--- config.mk ---
export PLATFORM = sky130hd
export DESIGN_NAME = cca_divider
export DESIGN_NICKNAME = d
export VERILOG_FILES = /design/src/hdl/cca_pkg.sv /design/src/hdl/cca_divider.sv
export SDC_FILE = /design/constraint.sdc
export NUM_CORES = 1
export LEC_CHECK = 0
export BUFFER_PORTS_ARGS = -buffer_cell sky130_fd_sc_hd__buf_2
export CAP_MARGIN = 20
export CORE_UTILIZATION = 31
export CTS_CLUSTER_SIZE = 10
export DETAILED_ROUTE_END_ITERATION = 7
export GPL_ROUTABILITY_DRIVEN = 0
export GPL_TIMING_DRIVEN = 0
export PLACE_DENSITY_LB_ADDON = 0.12
export RECOVER_POWER = 25
export SYNTH_ARGS = -nofsm -noshare
export SYNTH_HDL_FRONTEND = slang
export SYNTH_SLANG_ARGS = --single-unit
--- constraint.sdc ---
create_clock -name aclk -period 5.1 [get_ports aclk]
set_input_delay 0.765 -clock aclk [delete_from_list [all_inputs] [get_ports aclk]]
set_output_delay 0.765 -clock aclk [all_outputs]
set_load 0.02 [all_outputs]
--- src/hdl/cca_pkg.sv ---
// Shared types and constants for the cumulative channel average block.
// No dependencies; compile first.
`default_nettype none

package cca_pkg;

    localparam int CHANNELS   = 512;   // sum memory depth
    localparam int COUNT_BITS = 16;    // frame counter width (divisor width)

    localparam int ADDR_W     = (CHANNELS > 1) ? $clog2(CHANNELS) : 1;
    localparam int CH_W       = 9;
    localparam int SAMPLE_W   = 16;
    localparam int SUM_W      = 32;
    localparam int AVG_W      = 16;
    localparam int FRAMES_W   = 16;
    localparam int CFG_W      = 10;
    localparam int S_TDATA_W  = 32;
    localparam int M_TDATA_W  = 32;

    localparam int DIV_STEPS  = SUM_W;
    localparam int DIV_CNT_W  = $clog2(DIV_STEPS);

    localparam logic [CFG_W-1:0] CFG_RESET = CFG_W'(512);

    typedef enum logic [2:0] {
        ST_CLEAR,
        ST_IDLE,
        ST_READ,
        ST_ADD,
        ST_DIV,
        ST_FINISH
    } cca_state_t;

    typedef struct packed {
        logic              we;
        logic [ADDR_W-1:0] addr;
        logic [SUM_W-1:0]  data;
    } mem_wr_t;

    typedef struct packed {
        logic                  start;
        logic [SUM_W-1:0]      dividend;   // magnitude
        logic [COUNT_BITS-1:0] divisor;    // never zero
    } div_req_t;

    typedef struct packed {
        logic             done;
        logic [SUM_W-1:0] quotient;        // magnitude
    } div_rsp_t;

endpackage

`default_nettype wire

--- src/hdl/cca_divider.sv ---
// Radix-2 restoring divider, one quotient bit per cycle, unsigned magnitudes.
// Depends on cca_pkg.
`default_nettype none

module cca_divider (
    input  wire logic              aclk,
    input  wire logic              aresetn,
    input  wire cca_pkg::div_req_t req,
    output cca_pkg::div_rsp_t      rsp
);
    import cca_pkg::*;

    logic                  busy_reg, busy_next;
    logic                  done_reg, done_next;
    logic [DIV_CNT_W-1:0]  cnt_reg,  cnt_next;
    logic [SUM_W-1:0]      quo_reg,  quo_next;
    logic [COUNT_BITS-1:0] rem_reg,  rem_next;
    logic [COUNT_BITS-1:0] div_reg,  div_next;

    logic [COUNT_BITS:0]   trial;
    logic [COUNT_BITS:0]   diff;
    logic                  ge;

    always_ff @(posedge aclk) begin
        if (!aresetn) begin
            busy_reg <= 1'b0;
            done_reg <= 1'b0;
        end else begin
            busy_reg <= busy_next;
            done_reg <= done_next;
        end
        cnt_reg <= cnt_next;
        quo_reg <= quo_next;
        rem_reg <= rem_next;
        div_reg <= div_next;
    end

    always_comb begin
        trial     = {rem_reg, quo_reg[SUM_W-1]};
        diff      = trial - {1'b0, div_reg};
        ge        = (trial >= {1'b0, div_reg});

        busy_next = busy_reg;
        done_next = 1'b0;
        cnt_next  = cnt_reg;
        quo_next  = quo_reg;
        rem_next  = rem_reg;
        div_next  = div_reg;

        if (req.start) begin
            busy_next = 1'b1;
            cnt_next  = '0;
            quo_next  = req.dividend;
            rem_next  = '0;
            div_next  = req.divisor;
        end else if (busy_reg) begin
            rem_next = ge ? diff[COUNT_BITS-1:0] : trial[COUNT_BITS-1:0];
            quo_next = {quo_reg[SUM_W-2:0], ge};
            cnt_next = cnt_reg + 1'b1;
            if (cnt_reg == DIV_CNT_W'(DIV_STEPS - 1)) begin
                busy_next = 1'b0;
                done_next = 1'b1;
            end
        end
    end

    assign rsp.done     = done_reg;
    assign rsp.quotient = quo_reg;

endmodule

`default_nettype wire

==> results of run 1 <==
-- worst max-delay path, cell delays in order --
cell and delay [ns]:
clkbuf_1 0.92, buf_1 0.49, buf_1 0.52, mux2_2 0.40
-- per-layer routing --
layer	vias to the layer above	global-route usage	wire (µm)
met5	-	0	0
met4	0	0.0667	157
met3	10	0.0627	814
met2	87	0.247	4260
met1	1423	0.203	4280
li1	1455	-	-
-- Yosys cell counts, types with 4 or more instances --
cell | n | area, µm²
mux2_2 | 32 | 360
edfxtp_1 | 48 | 1440
o21ai_1 | 6 | 30.0
nand4_1 | 8 | 50.1
o21ai_0 | 7 | 35.0
a21oi_1 | 12 | 60.1
a21o_1 | 5 | 37.5
o211ai_1 | 4 | 30.0
ha_1 | 18 | 225
nor2b_1 | 6 | 37.5
a311oi_1 | 8 | 70.1
xor2_1 | 8 | 70.1
xnor2_1 | 5 | 43.8
dfxtp_1 | 23 | 460
nor3_1 | 4 | 20.0
nor2_1 | 24 | 90.1
buf_2 | 4 | 20.0
inv_1 | 21 | 78.8
nand3_1 | 13 | 65.1
buf_1 | 6 | 22.5
nand2_1 | 20 | 75.1
clkbuf_1 | 4 | 15.0
-- metrics by stage --
stage / cells / instance area, µm²
floorplan: 338 / 3830
CTS: 586 / 4780
global placement: 568 / 4430
global route: 586 / 4770
finish: 586 / 4770
detailed placement: 570 / 4460
-- final cells by class --
class                           count  area [µm²]
Clock inverter                      5        82.6
Timing Repair Buffer               85         440
Tap cell                          147         184
Inverter                           21        78.8
Buffer                             17        83.8
Fill cell                        1214        7240
Clock buffer                       11         233
Sequential cell                    71        1900
Multi-Input combinational cell    229        1770
-- kinds of logic after synthesis --
kind of cell               Yosys count  synth area share
and+or+nand+nor                     90             0.116
AOI/OAI and AO/OA                   73             0.153
DFF                                 71             0.496
buffers and inverters               38            0.0424
muxes                               34            0.0993
adders and majority gates           19            0.0640
xor gates and xnor gates            13            0.0297
-- report_power, final --
group	leakage [nW]	total (mW)	switching, mW	internal, mW
Sequential	0.667	0.696	0.0249	0.671
Combinational	1.15	0.306	0.179	0.127
Clock	0.154	0.676	0.247	0.429
-- worst paths after layout --
path,from,to
setup / recovery,req[48],quo_reg[30]
hold / removal,cnt_reg[4],cnt_reg[4]
setup reg to reg,div_reg[6],quo_reg[0]
hold reg to reg,cnt_reg[4],cnt_reg[4]
==> flow_summary.json, run 1 <==
{
  "status": "completed",
  "antenna_found_initial": 0,
  "total_power_mw": 1.68,
  "fin_ws_ns": 2.09,
  "largest_reg_flops": 32,
  "rows": 40,
  "cp-start-kind": "input port",
  "critPathCaptureType": "register",
  "firstDrtPassIters": 4,
  "power_density_mw_per_mm2": 352,
  "max_freq_ghz": 0.332,
  "areaGrowthSynthToFinish_pct": 24.5,
  "ys_warn_count": 0,
  "ctsResizeCount": 0,
  "path_max_fanout": 22,
  "layout_common_cells": "82 x buf_2, 48 x edfxtp_1, 32 x mux2_2",
  "synth_fp_nets": 408,
  "synth_cell_types": 55,
  "clkTransAtPathRegs_ns": 0.06,
  "cts_made_buffers": 9,
  "syn_area_mm2": 0.00383,
  "final-hold-violation-count": 0,
  "grt_max_degree": 23,
  "relSlewSlack": 0.137,
  "critPathKind": "in2reg",
  "drt-initial-drc-count": 121,
  "holdBufCountCts": 0,
  "worstPathRequired_ns": 5.19,
  "tns_ns": 0,
  "clockBufferDepth": 2,
  "antenna_cells": 0,
  "die_width_um": 113,
  "numPortBuffers": 83,
  "dp_slack_ns": 2.15,
  "setup_viol": 0,
  "max_cap_violations": 0,
  "worstSkewPairLatency_ns": 0.34,
  "layout_commonest_cell": "buf_2",
  "min_path_cells": 2,
  "via_per_inst": 5.08,
  "vdd_drop_max_mv": 0.160,
  "syn_inst": 338,
  "post-cts-setup-buffers": 0,
  "fin_crit_ns": 3.01,
  "tightestPinTransition_ns": 1.29,
  "grt_use_total": 0.161,
  "dieArea_mm2": 0.0128,
  "cts_max_level": 3,
  "synth-edff-count": 48,
  "async_flop_share": 0,
  "final_core_util": 0.397,
  "ys_seq_elements": 71,
  "routed_wirelength_mm": 9.51,
  "drive_gt1_frac": 0.333,
  "route.vias.total": 2975,
  "die_y_um": 113,
  "routedWlPerCell_um": 16.2,
  "grt_pass1_vias": 3111,
  "clock_skew_ns": 0.00780,
  "ys_seq_area_frac": 0.496,
  "cts.sinks": 71,
  "clock-root-buffer": "clkbuf_16",
  "postRouteAntennaNets": 0,
  "start_util": 0.319,
  "maxSlewViolCount": 0,
  "fin_nets": 504,
  "gr-total-overflow": 0,
  "pin_count": 84,
  "leakage_nw": 1.97,
  "r2r_setup_slack_ns": 2.36,
  "cts_tree": "done",
  "avgSynthCellArea_um2": 11.3,
  "critPathArrivalTime_ns": 3.10,
  "hold_path.class": "reg2reg",
  "synth_flop_cell": "edfxtp_1",
  "route.detailed.drc": 0,
  "holdWs_ns": 0.502,
  "grt_setup_unrepaired": "false",
  "hpwl_mm": 6.82,
  "period_share": 0.590,
  "core_area_mm2": 0.0120,
  "reg2reg_depth": 10,
  "grt_pass1_wl_mm": 15.6
}
Note: power is estimated with default switching activity, not from simulation.
==> inputs of run 2 (changes only) <==
==> constraint.sdc (replaced) <==
create_clock -name aclk -period 2.6 [get_ports aclk]
set_input_delay 0.39 -clock aclk [delete_from_list [all_inputs] [get_ports aclk]]
set_output_delay 0.39 -clock aclk [all_outputs]
set_load 0.02 [all_outputs]
==> run 2 against run 1 <==
Net effect:
- core utilization grew 0.73 points
- sequential share of layout area shrank 0.72 points
- sequential cell count is the same
- highest routed layer unchanged
==> flow_summary.json, run 2 (synthesized netlist as in run 1, its figures left out) <==
{
  "stdcell_count": 590,
  "reg2reg_depth": 10,
  "rows": 40,
  "pwr-share-clk": 0.401,
  "clockBufferDepth": 2,
  "worstSkewPairLatency_ns": 0.35,
  "path_max_fanout": 7,
  "route.vias.total": 2988,
  "numPortBuffers": 83,
  "vdd_drop_max_mv": 0.314,
  "max_freq_ghz": 0.401,
  "hpwl_mm": 6.82,
  "r2r_setup_slack_ns": 0.11,
  "hold_path.class": "in2reg",
  "die_y_um": 113,
  "multi_input_area_mm2": 0.00182,
  "cts_tree": "done",
  "fillCellCount": 1204,
  "critPathKind": "reg2reg",
  "clkTransAtPathRegs_ns": 0.06,
  "wl_met2_mm": 4.25,
  "relSlewSlack": 0.544,
  "power.internal_mw": 2.42,
  "setup_viol": 0,
  "antenna_cells": 0,
  "grt_pass1_vias": 3116,
  "fin_crit_ns": 2.49,
  "layout_common_cells": "83 x buf_2, 48 x edfxtp_1, 32 x mux2_2",
  "leakage_nw": 2.00,
  "min_path_cells": 1,
  "power_switching_mw": 0.900,
  "antenna_found_initial": 0,
  "holdWs_ns": 0.216,
  "clock_skew_ns": 0.00991,
  "power_density_mw_per_mm2": 683,
  "total_power_mw": 3.32,
  "max_cap_violations": 0,
  "fin_ws_ns": 0.106,
  "worstPathRequired_ns": 2.86,
  "status": "completed",
  "dp_slack_ns": -0.164,
  "areaGrowthSynthToFinish_pct": 26.8,
  "fin_area_mm2": 0.00486,
  "via_per_inst": 5.06,
  "cts_made_buffers": 9,
  "grt_pass1_wl_mm": 15.6,
  "critPathArrivalTime_ns": 2.75,
  "final_core_util": 0.405,
  "firstDrtPassIters": 4,
  "grt_max_degree": 23,
  "dieArea_mm2": 0.0128,
  "power_frac_seq": 0.412,
  "fin_nets": 508,
  "die_width_um": 113,
  "tightestPinTransition_ns": 0.683,
  "layout_commonest_cell": "buf_2",
  "r2r_end": "rem_reg[7]",
  "drt-met1-wl_mm": 4.47,
  "topRoutingLayerUsed": "met4",
  "whs_endpoint": "div_reg[8]",
  "seq_area_mm2": 0.00190,
  "dpl-instance-area_mm2": 0.00446,
  "holdBufCountCts": 0,
  "switching_share": 0.271,
  "tns_ns": 0,
  "pwr-share-comb": 0.188,
  "route.detailed.drc": 0,
  "gr-total-overflow": 0,
  "maxSlewViolCount": 0,
  "largest_reg_flops": 32,
  "pin_count": 84,
  "dp_cells": 570,
  "clock-root-buffer": "clkbuf_16",
  "drive_gt1_frac": 0.354,
  "core_area_mm2": 0.0120,
  "cts_max_level": 3,
  "r2r-start": "div_reg[8]",
  "cp-start-kind": "register",
  "drt-initial-drc-count": 122,
  "routed_wirelength_mm": 9.62,
  "grt_use_total": 0.161,
  "postRouteAntennaNets": 0,
  "start_util": 0.319,
  "period_share": 0.959,
  "hp-start": "req[8]",
  "routedWlPerCell_um": 16.3,
  "met3_length_um": 713,
  "final-hold-violation-count": 0,
  "cts.sinks": 71,
  "critPathCaptureType": "register"
}
## run 2: cell types whose count changed in the layout (fill, tap and decap cells not counted), sizes merged
cell	change
clkbuf	-1
buf	+5
## run 2: per-layer routing
metal | up-vias | global-route usage
met1 | 1424 | 0.203
li1 | 1466 | -
met4 | 0 | 0.0684
met2 | 87 | 0.246
met5 | - | 0
met3 | 11 | 0.0627
## run 2: how the worst max path moves through the flow
stage                startpoint          to  depth (start not counted)
floorplan           quo_reg[31]  quo_reg[0]                          9
global placement    div_reg[14]  quo_reg[0]                          8
detailed placement   div_reg[6]  quo_reg[0]                         10
CTS                  div_reg[6]  quo_reg[0]                         10
global route         div_reg[8]  rem_reg[7]                         10
finish               div_reg[8]  rem_reg[7]                         10
## run 2: repair_timing
item / 4_1_cts / 5_1_grt
pin swaps: 1 / 1
setup endpoints to repair: 1 / 10
endpoints found under the hold margin: 0 / 0
buffers inserted: 1 / 3
gates resized for setup: 1 / 9
## run 2: area by class of cell
type                            instances  share of cell area
Multi-Input combinational cell        229               0.374
Clock inverter                          5              0.0170
Buffer                                 17              0.0185
Inverter                               21              0.0162
Tap cell                              147              0.0378
Timing Repair Buffer                   89              0.0973
Sequential cell                        71               0.391
Clock buffer                           11              0.0479
## run 2: power by group through the flow
| stage | clock network (mW) | registers (mW) | logic (mW) |
|---|---|---|---|
| final | 1.33 | 1.37 | 0.623 |
| after CTS | 1.37 | 1.37 | 0.611 |
| after detailed placement | 0 | 1.39 | 0.606 |
| after floorplan | 0 | 1.45 | 0.352 |
| after global placement | 0 | 1.39 | 0.596 |
| after global routing | 1.42 | 1.38 | 0.686 |
## run 2: critical path, cell delays in order, from the launching register on
cell and delay [ns]:
edfxtp_1 0.33, inv_1 0.04, ha_1 0.26, clkbuf_4 0.17, and2_2 0.19, nand2_1 0.10
a2111oi_4 0.44, o31ai_4 0.13, buf_4 0.18, a211o_1 0.31, a311oi_1 0.26
==> inputs of run 3 (changes only) <==
--- a/config.mk
+++ b/config.mk
@@ -7,7 +7,7 @@
 export LEC_CHECK = 0
 export BUFFER_PORTS_ARGS = -buffer_cell sky130_fd_sc_hd__buf_2
 export CAP_MARGIN = 20
-export CORE_UTILIZATION = 31
+export CORE_UTILIZATION = 33
 export CTS_CLUSTER_SIZE = 10
 export DETAILED_ROUTE_END_ITERATION = 7
 export GPL_ROUTABILITY_DRIVEN = 0
==> run 3 against run 2 <==
Net effect:
- sequential power hardly changed
- fmax is 1.4% higher
- die area is 6.0% lower
- wire length is 5.5% lower
- worst hold slack better by 0.011 ns
- core utilization is 2.9 points higher
- clock skew is 0.0023 ns lower
- non-clock buffer count is 2 lower
- count of clock-buffer cells in the layout stayed put
- critical path type unchanged
==> flow_summary.json, run 3 (synthesized netlist as in run 1, its figures left out) <==
{
  "slowest_delay_ns": 0.46,
  "seq_area_mm2": 0.00190,
  "routed_wirelength_mm": 9.09,
  "postRouteAntennaNets": 0,
  "cts_made_buffers": 9,
  "fin_nets": 506,
  "vdd_drop_max_mv": 0.362,
  "maxSlewViolCount": 0,
  "reg2reg_depth": 8,
  "route.detailed.drc": 0,
  "cts_tree": "done",
  "clockBufferDepth": 2,
  "power_switching_mw": 0.877,
  "hold_path.class": "in2reg",
  "numPortBuffers": 83,
  "antenna_cells": 0,
  "fin_crit_ns": 2.46,
  "clock-root-buffer": "clkbuf_16",
  "worstSkewPairLatency_ns": 0.33,
  "pwr-share-comb": 0.199,
  "gr-total-overflow": 0,
  "drive_gt1_frac": 0.356,
  "fin_ws_ns": 0.140,
  "hpwl_mm": 6.57,
  "tns_ns": 0,
  "tightestPinTransition_ns": 0.741,
  "power_density_mw_per_mm2": 651,
  "clkTransAtPathRegs_ns": 0.06,
  "routedWlPerCell_um": 15.6,
  "via_per_inst": 5.12,
  "path_max_fanout": 6,
  "fillCellCount": 1096,
  "areaGrowthSynthToFinish_pct": 25.3,
  "final-hold-violation-count": 0,
  "crit_family": "compound AO/OA/AOI/OAI gates",
  "firstDrtPassIters": 4,
  "holdBufCountCts": 0,
  "grt_pass1_vias": 3106,
  "cp-start-kind": "register",
  "grt_setup_unrepaired": "false",
  "largest_reg_flops": 32,
  "holdWs_ns": 0.227,
  "die_y_um": 110,
  "drt-initial-drc-count": 113,
  "grt_max_degree": 23,
  "start_util": 0.346,
  "path_buf_inv": 2,
  "power_frac_seq": 0.437,
  "whs_endpoint": "div_reg[0]",
  "antenna_found_initial": 0,
  "power.internal_mw": 2.25,
  "crit_chain": "inv_1 > ha_1 > o2111ai_4 > a2111oi_4 > o31ai_4 > buf_4 > a211o_1 > a311oi_2",
  "layout_common_cells": "81 x buf_2, 48 x edfxtp_1, 32 x mux2_2",
  "die_width_um": 110,
  "period_share": 0.946,
  "core_area_mm2": 0.0111,
  "grt_use_total": 0.169,
  "pin_count": 84,
  "route.vias.total": 2976,
  "dp_slack_ns": -0.299,
  "critPathCaptureType": "register",
  "critPathArrivalTime_ns": 2.70,
  "cts.sinks": 71,
  "leakage_nw": 1.96,
  "clock_skew_ns": 0.00757,
  "switching_share": 0.280,
  "fin_area_mm2": 0.00480,
  "max_freq_ghz": 0.406,
  "final_core_util": 0.434,
  "min_path_cells": 1,
  "grt_pass1_wl_mm": 15.2,
  "worstPathRequired_ns": 2.84,
  "setup_viol": 0,
  "rows": 38,
  "relSlewSlack": 0.505,
  "r2r_setup_slack_ns": 0.14,
  "max_cap_violations": 0,
  "multi_input_area_mm2": 0.00184,
  "cpMaxStageDelayCell": "ha_1",
  "cts_max_level": 3,
  "pwr-share-clk": 0.365,
  "critPathKind": "reg2reg",
  "layout_commonest_cell": "buf_2",
  "dieArea_mm2": 0.0120,
  "dpl-instance-area_mm2": 0.00444,
  "hp-start": "req[0]",
  "r2r-start": "div_reg[3]",
  "r2r_end": "rem_reg[7]",
  "status": "completed"
}
==> run 3: final cells by class <==
cell class / count / share of cell area
inverter: 21 / 0.0164
sequential: 71 / 0.396
buffer: 17 / 0.0185
clock inverter: 5 / 0.00677
timing repair buffer: 87 / 0.0933
clock buffer: 11 / 0.0505
tap: 140 / 0.0365
multi-input combinational: 229 / 0.382
==> run 3: stage by stage <==
stage / power [mW] / instances
5_1_grt: 3.29 / 581
3_3_place_gp: 1.98 / 561
2_1_floorplan: 1.80 / 338
4_1_cts: 3.15 / 579
3_5_place_dp: 1.99 / 562
6_report: 3.13 / 581
==> run 3: timing repair <==
action                                  CTS  global route
gates resized for setup                   2            14
endpoints found under the setup margin    7             6
buffers inserted                          1             2
endpoints found under the hold margin     0             0
pin swaps                                 1             3
==> run 3: worst max-delay path by stage <==
stage | startpoint | end | cells after the start
global placement | div_reg[14] | quo_reg[0] | 8
global route | quo_reg[31] | rem_reg[7] | 9
floorplan | quo_reg[31] | quo_reg[0] | 9
CTS | div_reg[8] | quo_reg[0] | 10
detailed placement | div_reg[14] | quo_reg[0] | 8
finish | div_reg[3] | rem_reg[7] | 8
==> run 3: metal layers <==
metal  track usage  vias to the layer above  routed length, µm
met5             0                        -                  0
met4        0.0657                        0                114
met3        0.0616                        9                663
met2         0.268                       95               4260
met1         0.207                     1402               4050
li1              -                     1470                  -
==> run 3: power groups by stage <==
| stage | combinational (mW) | sequential, mW | clock, mW |
|---|---|---|---|
| 3_5_place_dp | 0.599 | 1.39 | 0 |
| 4_1_cts | 0.603 | 1.37 | 1.19 |
| 5_1_grt | 0.685 | 1.38 | 1.23 |
| 2_1_floorplan | 0.352 | 1.45 | 0 |
| 6_report | 0.622 | 1.36 | 1.14 |
| 3_3_place_gp | 0.593 | 1.39 | 0 |
